$ cat src/hw/rtl/lmm_pkg.sv
// ----------------------------------------------------------------------------
// lmm_pkg: shared types and constants of the latency monitor
// Kind codes, the empty-minimum marker, controller states and the status
// word of the iterative divider.
// ----------------------------------------------------------------------------
package lmm_pkg;

    localparam int unsigned DurW    = 32;
    localparam int unsigned SumW    = 64;
    localparam int unsigned KindW   = 2;
    // The divider retires this many quotient bits per cycle.
    localparam int unsigned DivBits = 2;
    localparam int unsigned DivSteps = SumW / DivBits;
    localparam int unsigned DivCntW  = $clog2(DivSteps);

    localparam logic [DurW-1:0] EMPTY_MIN = 32'hFFFF_FFFF;

    typedef enum logic [KindW-1:0] {
        KIND_MEASURED = 2'd0,
        KIND_REJECTED = 2'd1,
        KIND_CLEAR    = 2'd2,
        KIND_UNUSED   = 2'd3
    } kind_t;

    typedef enum logic [1:0] {
        ST_IDLE,
        ST_LAUNCH,
        ST_WAIT,
        ST_LOAD
    } lmm_state_t;

    typedef struct packed {
        logic busy;
        logic done;
    } div_stat_t;

endpackage

$ cat src/hw/rtl/lmm_div.sv
// ----------------------------------------------------------------------------
// lmm_div: iterative 64-by-32 unsigned divider
// Restoring division, two quotient bits per cycle, one shared subtractor
// pair. The low 32 bits of the quotient are presented once done pulses.
// ----------------------------------------------------------------------------
module lmm_div (
    input  logic                       clk,
    input  logic                       rst_n,
    input  logic                       start,
    input  logic [lmm_pkg::SumW-1:0]   dividend,
    input  logic [lmm_pkg::DurW-1:0]   divisor,
    output lmm_pkg::div_stat_t         stat,
    output logic [lmm_pkg::DurW-1:0]   quotient
);
    import lmm_pkg::*;

    logic [SumW-1:0]    acc_reg, acc_next;
    logic [DurW-1:0]    rem_reg, rem_next;
    logic [DurW-1:0]    dvs_reg;
    logic [DivCntW-1:0] cnt_reg, cnt_next;
    logic               busy_reg, busy_next;
    logic               done_reg, done_next;

    logic [DurW:0]      trial_a, trial_b;
    logic [DurW-1:0]    rem_a;
    logic               q_a, q_b;

    // Two dependent restoring steps per cycle.
    always_comb
    begin
        trial_a = {rem_reg, acc_reg[SumW-1]};
        q_a     = (trial_a >= {1'b0, dvs_reg});
        rem_a   = q_a ? DurW'(trial_a - {1'b0, dvs_reg}) : trial_a[DurW-1:0];
        trial_b = {rem_a, acc_reg[SumW-2]};
        q_b     = (trial_b >= {1'b0, dvs_reg});
        rem_next = q_b ? DurW'(trial_b - {1'b0, dvs_reg}) : trial_b[DurW-1:0];
        acc_next = {acc_reg[SumW-3:0], q_a, q_b};
        cnt_next = cnt_reg + 1'b1;
        busy_next = busy_reg && (cnt_reg != DivCntW'(DivSteps - 1));
        done_next = busy_reg && (cnt_reg == DivCntW'(DivSteps - 1));
    end

    always_ff @(posedge clk or negedge rst_n)
    begin
        if (!rst_n)
        begin
            busy_reg <= 1'b0;
            done_reg <= 1'b0;
            cnt_reg  <= '0;
        end
        else if (start)
        begin
            busy_reg <= 1'b1;
            done_reg <= 1'b0;
            cnt_reg  <= '0;
        end
        else
        begin
            busy_reg <= busy_next;
            done_reg <= done_next;
            if (busy_reg)
                cnt_reg <= cnt_next;
        end
    end

    always_ff @(posedge clk)
    begin
        if (start)
        begin
            acc_reg <= dividend;
            rem_reg <= '0;
            dvs_reg <= divisor;
        end
        else if (busy_reg)
        begin
            acc_reg <= acc_next;
            rem_reg <= rem_next;
        end
    end

    assign stat.busy = busy_reg;
    assign stat.done = done_reg;
    assign quotient  = acc_reg[DurW-1:0];

endmodule

$ cat src/hw/rtl/latency_min_max_avg_monitor.sv
// ----------------------------------------------------------------------------
// latency_min_max_avg_monitor: running latency statistics
// Keeps last, minimum, maximum, success and failure counts and a 64-bit
// sum of successful durations; reports them with the truncated average
// after every input word.
// ----------------------------------------------------------------------------
//
//  Channel   Direction  Handshake             Payload
//  in        sink       in_valid / in_ready   kind, cost_us, ok
//  out       source     out_valid / out_ready last_us, min_us, max_us, avg_us,
//                                             ok_total, fail_total
//
//  An input word passes through these steps: the statistics update on
//  acceptance, the divider launch, the divider's iterative steps of two
//  quotient bits each, the divider's done signal, and the load of the
//  result register. With no successes the divide is skipped.
//  A new input word is accepted only once the last one has loaded its result.
//  Reset is asynchronous and returns every statistic to its cleared value.
//  A stalled result waits in the output register; the next input word is
//  still accepted and held back only at its own result load.
//
module latency_min_max_avg_monitor (
    input  logic                        clk,
    input  logic                        rst_n,
    input  logic                        in_valid,
    output logic                        in_ready,
    input  logic [lmm_pkg::KindW-1:0]   kind,
    input  logic [lmm_pkg::DurW-1:0]    cost_us,
    input  logic                        ok,
    output logic                        out_valid,
    input  logic                        out_ready,
    output logic [lmm_pkg::DurW-1:0]    last_us,
    output logic [lmm_pkg::DurW-1:0]    min_us,
    output logic [lmm_pkg::DurW-1:0]    max_us,
    output logic [lmm_pkg::DurW-1:0]    avg_us,
    output logic [lmm_pkg::DurW-1:0]    ok_total,
    output logic [lmm_pkg::DurW-1:0]    fail_total
);
    import lmm_pkg::*;

    lmm_state_t         state_reg, state_next;

    // Statistics proper.
    logic [DurW-1:0]    last_reg, last_next;
    logic [DurW-1:0]    min_reg, min_next;
    logic [DurW-1:0]    max_reg, max_next;
    logic [SumW-1:0]    sum_reg, sum_next;
    logic [DurW-1:0]    okc_reg, okc_next;
    logic [DurW-1:0]    failc_reg, failc_next;

    // Result register.
    logic               ov_reg, ov_next;
    logic [DurW-1:0]    o_last_reg, o_min_reg, o_max_reg, o_avg_reg;
    logic [DurW-1:0]    o_ok_reg, o_fail_reg;

    logic               in_acc;
    logic               load_out;
    logic               div_start;
    div_stat_t          div_stat;
    logic [DurW-1:0]    div_q;
    kind_t              kind_in;

    assign kind_in = kind_t'(kind);
    assign in_acc  = in_valid && in_ready;

    lmm_div u_div (
        .clk      (clk),
        .rst_n    (rst_n),
        .start    (div_start),
        .dividend (sum_reg),
        .divisor  (okc_reg),
        .stat     (div_stat),
        .quotient (div_q)
    );

    // Statistics update for the word being accepted.
    always_comb
    begin
        last_next  = last_reg;
        min_next   = min_reg;
        max_next   = max_reg;
        sum_next   = sum_reg;
        okc_next   = okc_reg;
        failc_next = failc_reg;
        case (kind_in)
            KIND_MEASURED:
            begin
                last_next = cost_us;
                if (cost_us < min_reg)
                    min_next = cost_us;
                if (cost_us > max_reg)
                    max_next = cost_us;
                if (ok)
                begin
                    okc_next = okc_reg + 1'b1;
                    sum_next = sum_reg + {{(SumW-DurW){1'b0}}, cost_us};
                end
                else
                begin
                    failc_next = failc_reg + 1'b1;
                end
            end
            KIND_REJECTED:
            begin
                failc_next = failc_reg + 1'b1;
            end
            KIND_CLEAR:
            begin
                last_next  = '0;
                min_next   = EMPTY_MIN;
                max_next   = '0;
                sum_next   = '0;
                okc_next   = '0;
                failc_next = '0;
            end
            default:
            begin
                // The unused kind leaves every statistic as it is.
            end
        endcase
    end

    // Sequencer: update, divide unless there are no successes, then wait for room in the result register.
    always_comb
    begin
        state_next = state_reg;
        in_ready   = 1'b0;
        div_start  = 1'b0;
        load_out   = 1'b0;
        ov_next    = ov_reg && !out_ready;
        case (state_reg)
            ST_IDLE:
            begin
                in_ready = 1'b1;
                if (in_valid)
                    state_next = ST_LAUNCH;
            end
            ST_LAUNCH:
            begin
                if (okc_reg != '0)
                begin
                    div_start  = 1'b1;
                    state_next = ST_WAIT;
                end
                else
                begin
                    state_next = ST_LOAD;
                end
            end
            ST_WAIT:
            begin
                if (div_stat.done)
                    state_next = ST_LOAD;
            end
            ST_LOAD:
            begin
                if (!ov_reg || out_ready)
                begin
                    load_out   = 1'b1;
                    ov_next    = 1'b1;
                    state_next = ST_IDLE;
                end
            end
            default:
            begin
                state_next = ST_IDLE;
            end
        endcase
    end

    always_ff @(posedge clk or negedge rst_n)
    begin
        if (!rst_n)
        begin
            state_reg <= ST_IDLE;
            ov_reg    <= 1'b0;
            last_reg  <= '0;
            min_reg   <= EMPTY_MIN;
            max_reg   <= '0;
            sum_reg   <= '0;
            okc_reg   <= '0;
            failc_reg <= '0;
        end
        else
        begin
            state_reg <= state_next;
            ov_reg    <= ov_next;
            if (in_acc)
            begin
                last_reg  <= last_next;
                min_reg   <= min_next;
                max_reg   <= max_next;
                sum_reg   <= sum_next;
                okc_reg   <= okc_next;
                failc_reg <= failc_next;
            end
        end
    end

    // The empty minimum reads as zero; the average is zero with no successes.
    always_ff @(posedge clk)
    begin
        if (load_out)
        begin
            o_last_reg <= last_reg;
            o_min_reg  <= (min_reg == EMPTY_MIN) ? '0 : min_reg;
            o_max_reg  <= max_reg;
            o_avg_reg  <= (okc_reg == '0) ? '0 : div_q;
            o_ok_reg   <= okc_reg;
            o_fail_reg <= failc_reg;
        end
    end

    assign out_valid  = ov_reg;
    assign last_us    = o_last_reg;
    assign min_us     = o_min_reg;
    assign max_us     = o_max_reg;
    assign avg_us     = o_avg_reg;
    assign ok_total   = o_ok_reg;
    assign fail_total = o_fail_reg;

    // An accepted word keeps the input closed for at least the next cycle.
    a_busy_after_accept: assert property (@(posedge clk) disable iff (!rst_n)
        in_acc |=> !in_ready)
        else $error("input accepted again straight after a word");

    // With no successes the divide is skipped.
    a_skip_divide: assert property (@(posedge clk) disable iff (!rst_n)
        (state_reg == ST_LAUNCH && okc_reg == '0) |=> (state_reg == ST_LOAD))
        else $error("divide launched with a zero success count");

    // A launched divide keeps the divider busy on the following cycle.
    a_div_busy: assert property (@(posedge clk) disable iff (!rst_n)
        div_start |=> div_stat.busy)
        else $error("divider not busy after a launch");

    // The divider only finishes while the sequencer waits for it.
    a_div_done_wait: assert property (@(posedge clk) disable iff (!rst_n)
        div_stat.done |-> (state_reg == ST_WAIT))
        else $error("divider finished outside the wait state");

    // The reported minimum never shows the empty marker.
    a_min_not_empty: assert property (@(posedge clk) disable iff (!rst_n)
        out_valid |-> (min_us != EMPTY_MIN))
        else $error("empty minimum marker reported");

endmodule

$ cat config.mk
export PLATFORM = sky130hd
export DESIGN_NAME = latency_min_max_avg_monitor
export DESIGN_NICKNAME = d
export VERILOG_FILES = /design/src/hw/rtl/lmm_pkg.sv /design/src/hw/rtl/lmm_div.sv /design/src/hw/rtl/latency_min_max_avg_monitor.sv
export SDC_FILE = /design/constraint.sdc
export NUM_CORES = 1
export LEC_CHECK = 0
export BUFFER_PORTS_ARGS = -buffer_cell sky130_fd_sc_hd__buf_2
export CAP_MARGIN = 5
export CORE_MARGIN = 5
export CORE_UTILIZATION = 61
export CTS_CLUSTER_DIAMETER = 150
export DETAILED_ROUTE_END_ITERATION = 7
export GPL_ROUTABILITY_DRIVEN = 0
export HOLD_SLACK_MARGIN = 0.03
export PLACE_DENSITY = 0.92
export REMOVE_ABC_BUFFERS = 1
export SYNTH_ARGS = -nofsm -noshare
export SYNTH_HDL_FRONTEND = slang
export SYNTH_SLANG_ARGS = --single-unit
$ cat constraint.sdc
create_clock -name clk -period 6.1 [get_ports clk]
set_clock_uncertainty 0.1 [all_clocks]
set_input_delay 0.61 -clock clk [delete_from_list [all_inputs] [get_ports clk]]
set_output_delay 0.61 -clock clk [all_outputs]
set_load 0.005 [all_outputs]
==> metrics.txt <==
outcome completed; Vias/cell 6.417; synth warn 0; CP max stage delay 0.46 ns; drt pass-1 iters 8; Most common cell on crit path o21ai_0; Final Hold Viols 0; RSZ-0062 raised after global routing false; Root Driver clkbuf_16; final slew viol count 0; H-tree depth 2; DRC viols 0; largest fanout on the critical path 23; Initial Utilization 0.6116; Psw 0.008602 W; initial antenna violation count 0; Rel. slew slack 0.1509; multi-input logic area 12,180 um^2; Register Area 15,180 um^2; Final period util 0.9419; Final Cell Area 31,940 um^2; hold crit path type primary input to register; share of flip-flops with an asynchronous set or reset 0.4224; crit-path leading delay family compound AO/OA/AOI/OAI gates; dominant synthesized flop cell edfxtp_1; Pwr per Cell Area 646.7 nW/um^2; Area after DPL 30,080 um^2; Flop pwr share 0.308; Ports 233; total clock sinks 554; Synth Area in XOR/XNOR 0.04396; Critical Path Source Type register; DR iter-0 viols 2,745; Slowest-stage cell, CP o41ai_1; Post-Synth Simple-Gate Area 0.1462; main combinational cell family by area after synthesis compound AO/OA/AOI/OAI gates; part of the power in the clock network 0.165; worst slew pin tran 1.272 ns; Final setup viols 0; Die ar. 50,790 um^2; Die H 225.4 um; total gr overflow 0; Int Pwr 0.01205 W; Post-synth EDFFs 288; total design power 0.02066 W; synthesized instance count 2,711; Vias 22,884; vias in the first global route 22,967; post-synth cell types 74; synthesis-to-layout area growth 12.90%; DRT antenna net count 0; Crit. End Element register; DR WL/cell 20.92 um; I/O Buffers 232; fmax 0.1740 GHz; data arrival time of the worst path 6.19 ns; fin nets 3,126; largest net degree at the start of global routing 146; share of cells above drive strength 1 0.1389; CTS resizes 0; FP Rows 79; buffers and inverters on the worst path 3; Worst Path Required 6.55 ns; GRT Overall Usage 0.2882; CORE AREA 46,260 um^2; switching power share of the total 0.4165; Mapped Area 28,290 um^2; Synth Area in Adders 0.07730; post-layout util 0.6905; Comb power frac 0.526; WL final 74,610 um; VDD IR max 0.5309 mV; post-synthesis mux area share 0.01411; Max Cap Violations 0; Setup CP Type register to register; leakage 14.32 nW; Seq/Total Area, Yosys 0.5367; Post-Syn Area per Cell 10.44 um^2; first-pass GRT wire length 119,000 um; Ant. Diodes 0; Final min period 5.746 ns; fillers 3,058; worst skew pair latency 0.64 ns; Num CTS Buffers 55; CTS clock-pin slew for the worst setup and hold paths 0.06 ns; Die Width 225.4 um; CTS tree built; HPWL after DPL 50,170 um; Max clock buf depth 3; crit-path cells inv_1 -> ha_1 -> inv_1 -> fa_1 -> a211oi_1 -> o211ai_1 -> a41o_1 -> a21o_1 -> a21boi_0 -> o21ai_0 -> xnor2_1 -> o21ai_0 -> ha_1 -> a21o_1 -> a21oi_1 -> nor2_1 -> o41ai_1 -> o21ai_0 -> nand3_1 -> nand2_1 -> a211oi_4 -> buf_12 -> mux2_2 -> a21oi_1; post-synthesis compound-gate area fraction 0.1469; Yosys reg bits 554
[cell usage after synthesis (9+ instances only)]
| master | n | area, um^2 |
|---|---|---|
| a211oi_1 | 16 | 120.1 |
| a21o_1 | 80 | 600.6 |
| a21oi_1 | 177 | 885.9 |
| a31oi_1 | 16 | 100.1 |
| a32o_1 | 32 | 320.3 |
| and2_1 | 11 | 68.82 |
| and3_1 | 29 | 181.4 |
| and4_1 | 10 | 87.58 |
| clkbuf_1 | 109 | 409.1 |
| dfrtp_1 | 202 | 5055 |
| dfstp_2 | 32 | 840.8 |
| dfxtp_1 | 32 | 640.6 |
| edfxtp_1 | 288 | 8648 |
| ha_1 | 170 | 2127 |
| inv_1 | 138 | 518.0 |
| mux2i_1 | 32 | 320.3 |
| nand2_1 | 429 | 1610 |
| nand2b_1 | 16 | 100.1 |
| nand3_1 | 60 | 300.3 |
| nand4_1 | 54 | 337.8 |
| nor2_1 | 139 | 521.8 |
| nor2b_1 | 45 | 281.5 |
| nor3_1 | 32 | 160.2 |
| nor4_1 | 13 | 81.33 |
| o211ai_1 | 9 | 67.56 |
| o21a_1 | 11 | 82.58 |
| o21ai_0 | 205 | 1026 |
| o21bai_1 | 12 | 90.09 |
| o31ai_1 | 12 | 90.09 |
| o32a_1 | 32 | 320.3 |
| or3_1 | 27 | 168.9 |
| xnor2_1 | 60 | 525.5 |
| xor2_1 | 82 | 718.2 |
[worst reg2reg max path: stages, from the launching register on]
cell	delay (ns)
edfxtp_1	0.40
inv_1	0.08
ha_1	0.15
inv_1	0.05
fa_1	0.42
a211oi_1	0.30
o211ai_1	0.17
a41o_1	0.30
a21o_1	0.22
a21boi_0	0.37
o21ai_0	0.17
xnor2_1	0.23
o21ai_0	0.15
ha_1	0.26
a21o_1	0.17
a21oi_1	0.13
nor2_1	0.07
o41ai_1	0.46
o21ai_0	0.22
nand3_1	0.13
nand2_1	0.09
a211oi_4	0.28
buf_12	0.25
mux2_2	0.36
a21oi_1	0.13
[timing repair]
| action | 4_1_cts | 5_1_grt |
|---|---|---|
| endpoints found under the hold margin | 69 | 0 |
| endpoints found under the setup margin | 0 | 2 |
| setup buffers | 0 | 3 |
| hold buffers | 1 | 0 |
[layer usage]
metal,vias up,wire (um),share of wire,track usage
met5,-,0,0,0
met4,0,3478,0.047,0.1228
met3,305,7304,0.098,0.06448
met2,1366,36000,0.48,0.4797
met1,11059,27830,0.37,0.3665
li1,10154,-,-,-
[power by group through the flow]
stage                     sequential [W]  clock, W  combinational, W
after floorplan                  0.00632         0           0.00750
after global placement           0.00632         0           0.00972
after detailed placement         0.00638         0            0.0104
after CTS                        0.00634   0.00344            0.0105
after global routing             0.00648   0.00362            0.0118
final                            0.00637   0.00342            0.0109
[final cells by class]
class,instances,area share
clock buffer,73,0.04677
clock inverter,29,0.01026
inverter,139,0.01633
multi-input combinational,1899,0.3814
sequential,554,0.4754
tap,607,0.02378
timing repair buffer,265,0.04607
[final timing paths]
kind / start / end / slack [ns] / depth (start not counted)
worst min-delay path: cost_us[0] / min_reg[0] / 0.19 / 2
worst max register to register: u_div.acc_reg[63] / u_div.rem_reg[0] / 0.35 / 24
min in group asynchronous: rst_n / last_reg[18] / 0.50 / 2
max in group asynchronous: rst_n / okc_reg[31] / 3.92 / 3
worst min register to register: last_reg[27] / last_us[27] / 0.34 / 0
worst max-delay path: u_div.acc_reg[63] / u_div.rem_reg[0] / 0.35 / 24
[per-stage QoR]
step,std cells,setup slack (ns),hold slack (ns),TNS [ns]
floorplan,2592,-3.505,0.2144,-540.59
global placement,3460,0.7057,0.3304,0
detailed placement,3460,0.4516,0.3287,0
CTS,3563,0.3501,0.1628,0
global route,3566,0.08656,0.1723,0
finish,3566,0.3544,0.1908,0
[layout by cell type, fill, tap and decap left out, drive strengths merged, types with 32 or more instances in the layout]
| cell | count |
|---|---|
| a21o | 80 |
| nand4 | 54 |
| dfxtp | 32 |
| edfxtp | 288 |
| inv | 145 |
| xor2 | 82 |
| mux2i | 32 |
| dfrtp | 202 |
| nand3 | 61 |
| buf | 264 |
| o21ai | 207 |
| nand2 | 429 |
| nor2 | 139 |
| dfstp | 32 |
| xnor2 | 60 |
| nor2b | 45 |
| clkbuf | 73 |
| a32o | 32 |
| a21oi | 177 |
| o32a | 32 |
| nor3 | 32 |
| ha | 170 |
[logic make-up (layout without fill, tap and decap cells)]
logic type	Yosys count	count (layout)
xor+xnor	142	142
mux	39	39
simple gates	892	892
flops	554	554
buf+inv	258	506
compound gates	653	653
fa+ha+maj	173	173
(Power assumes the default switching activity.)
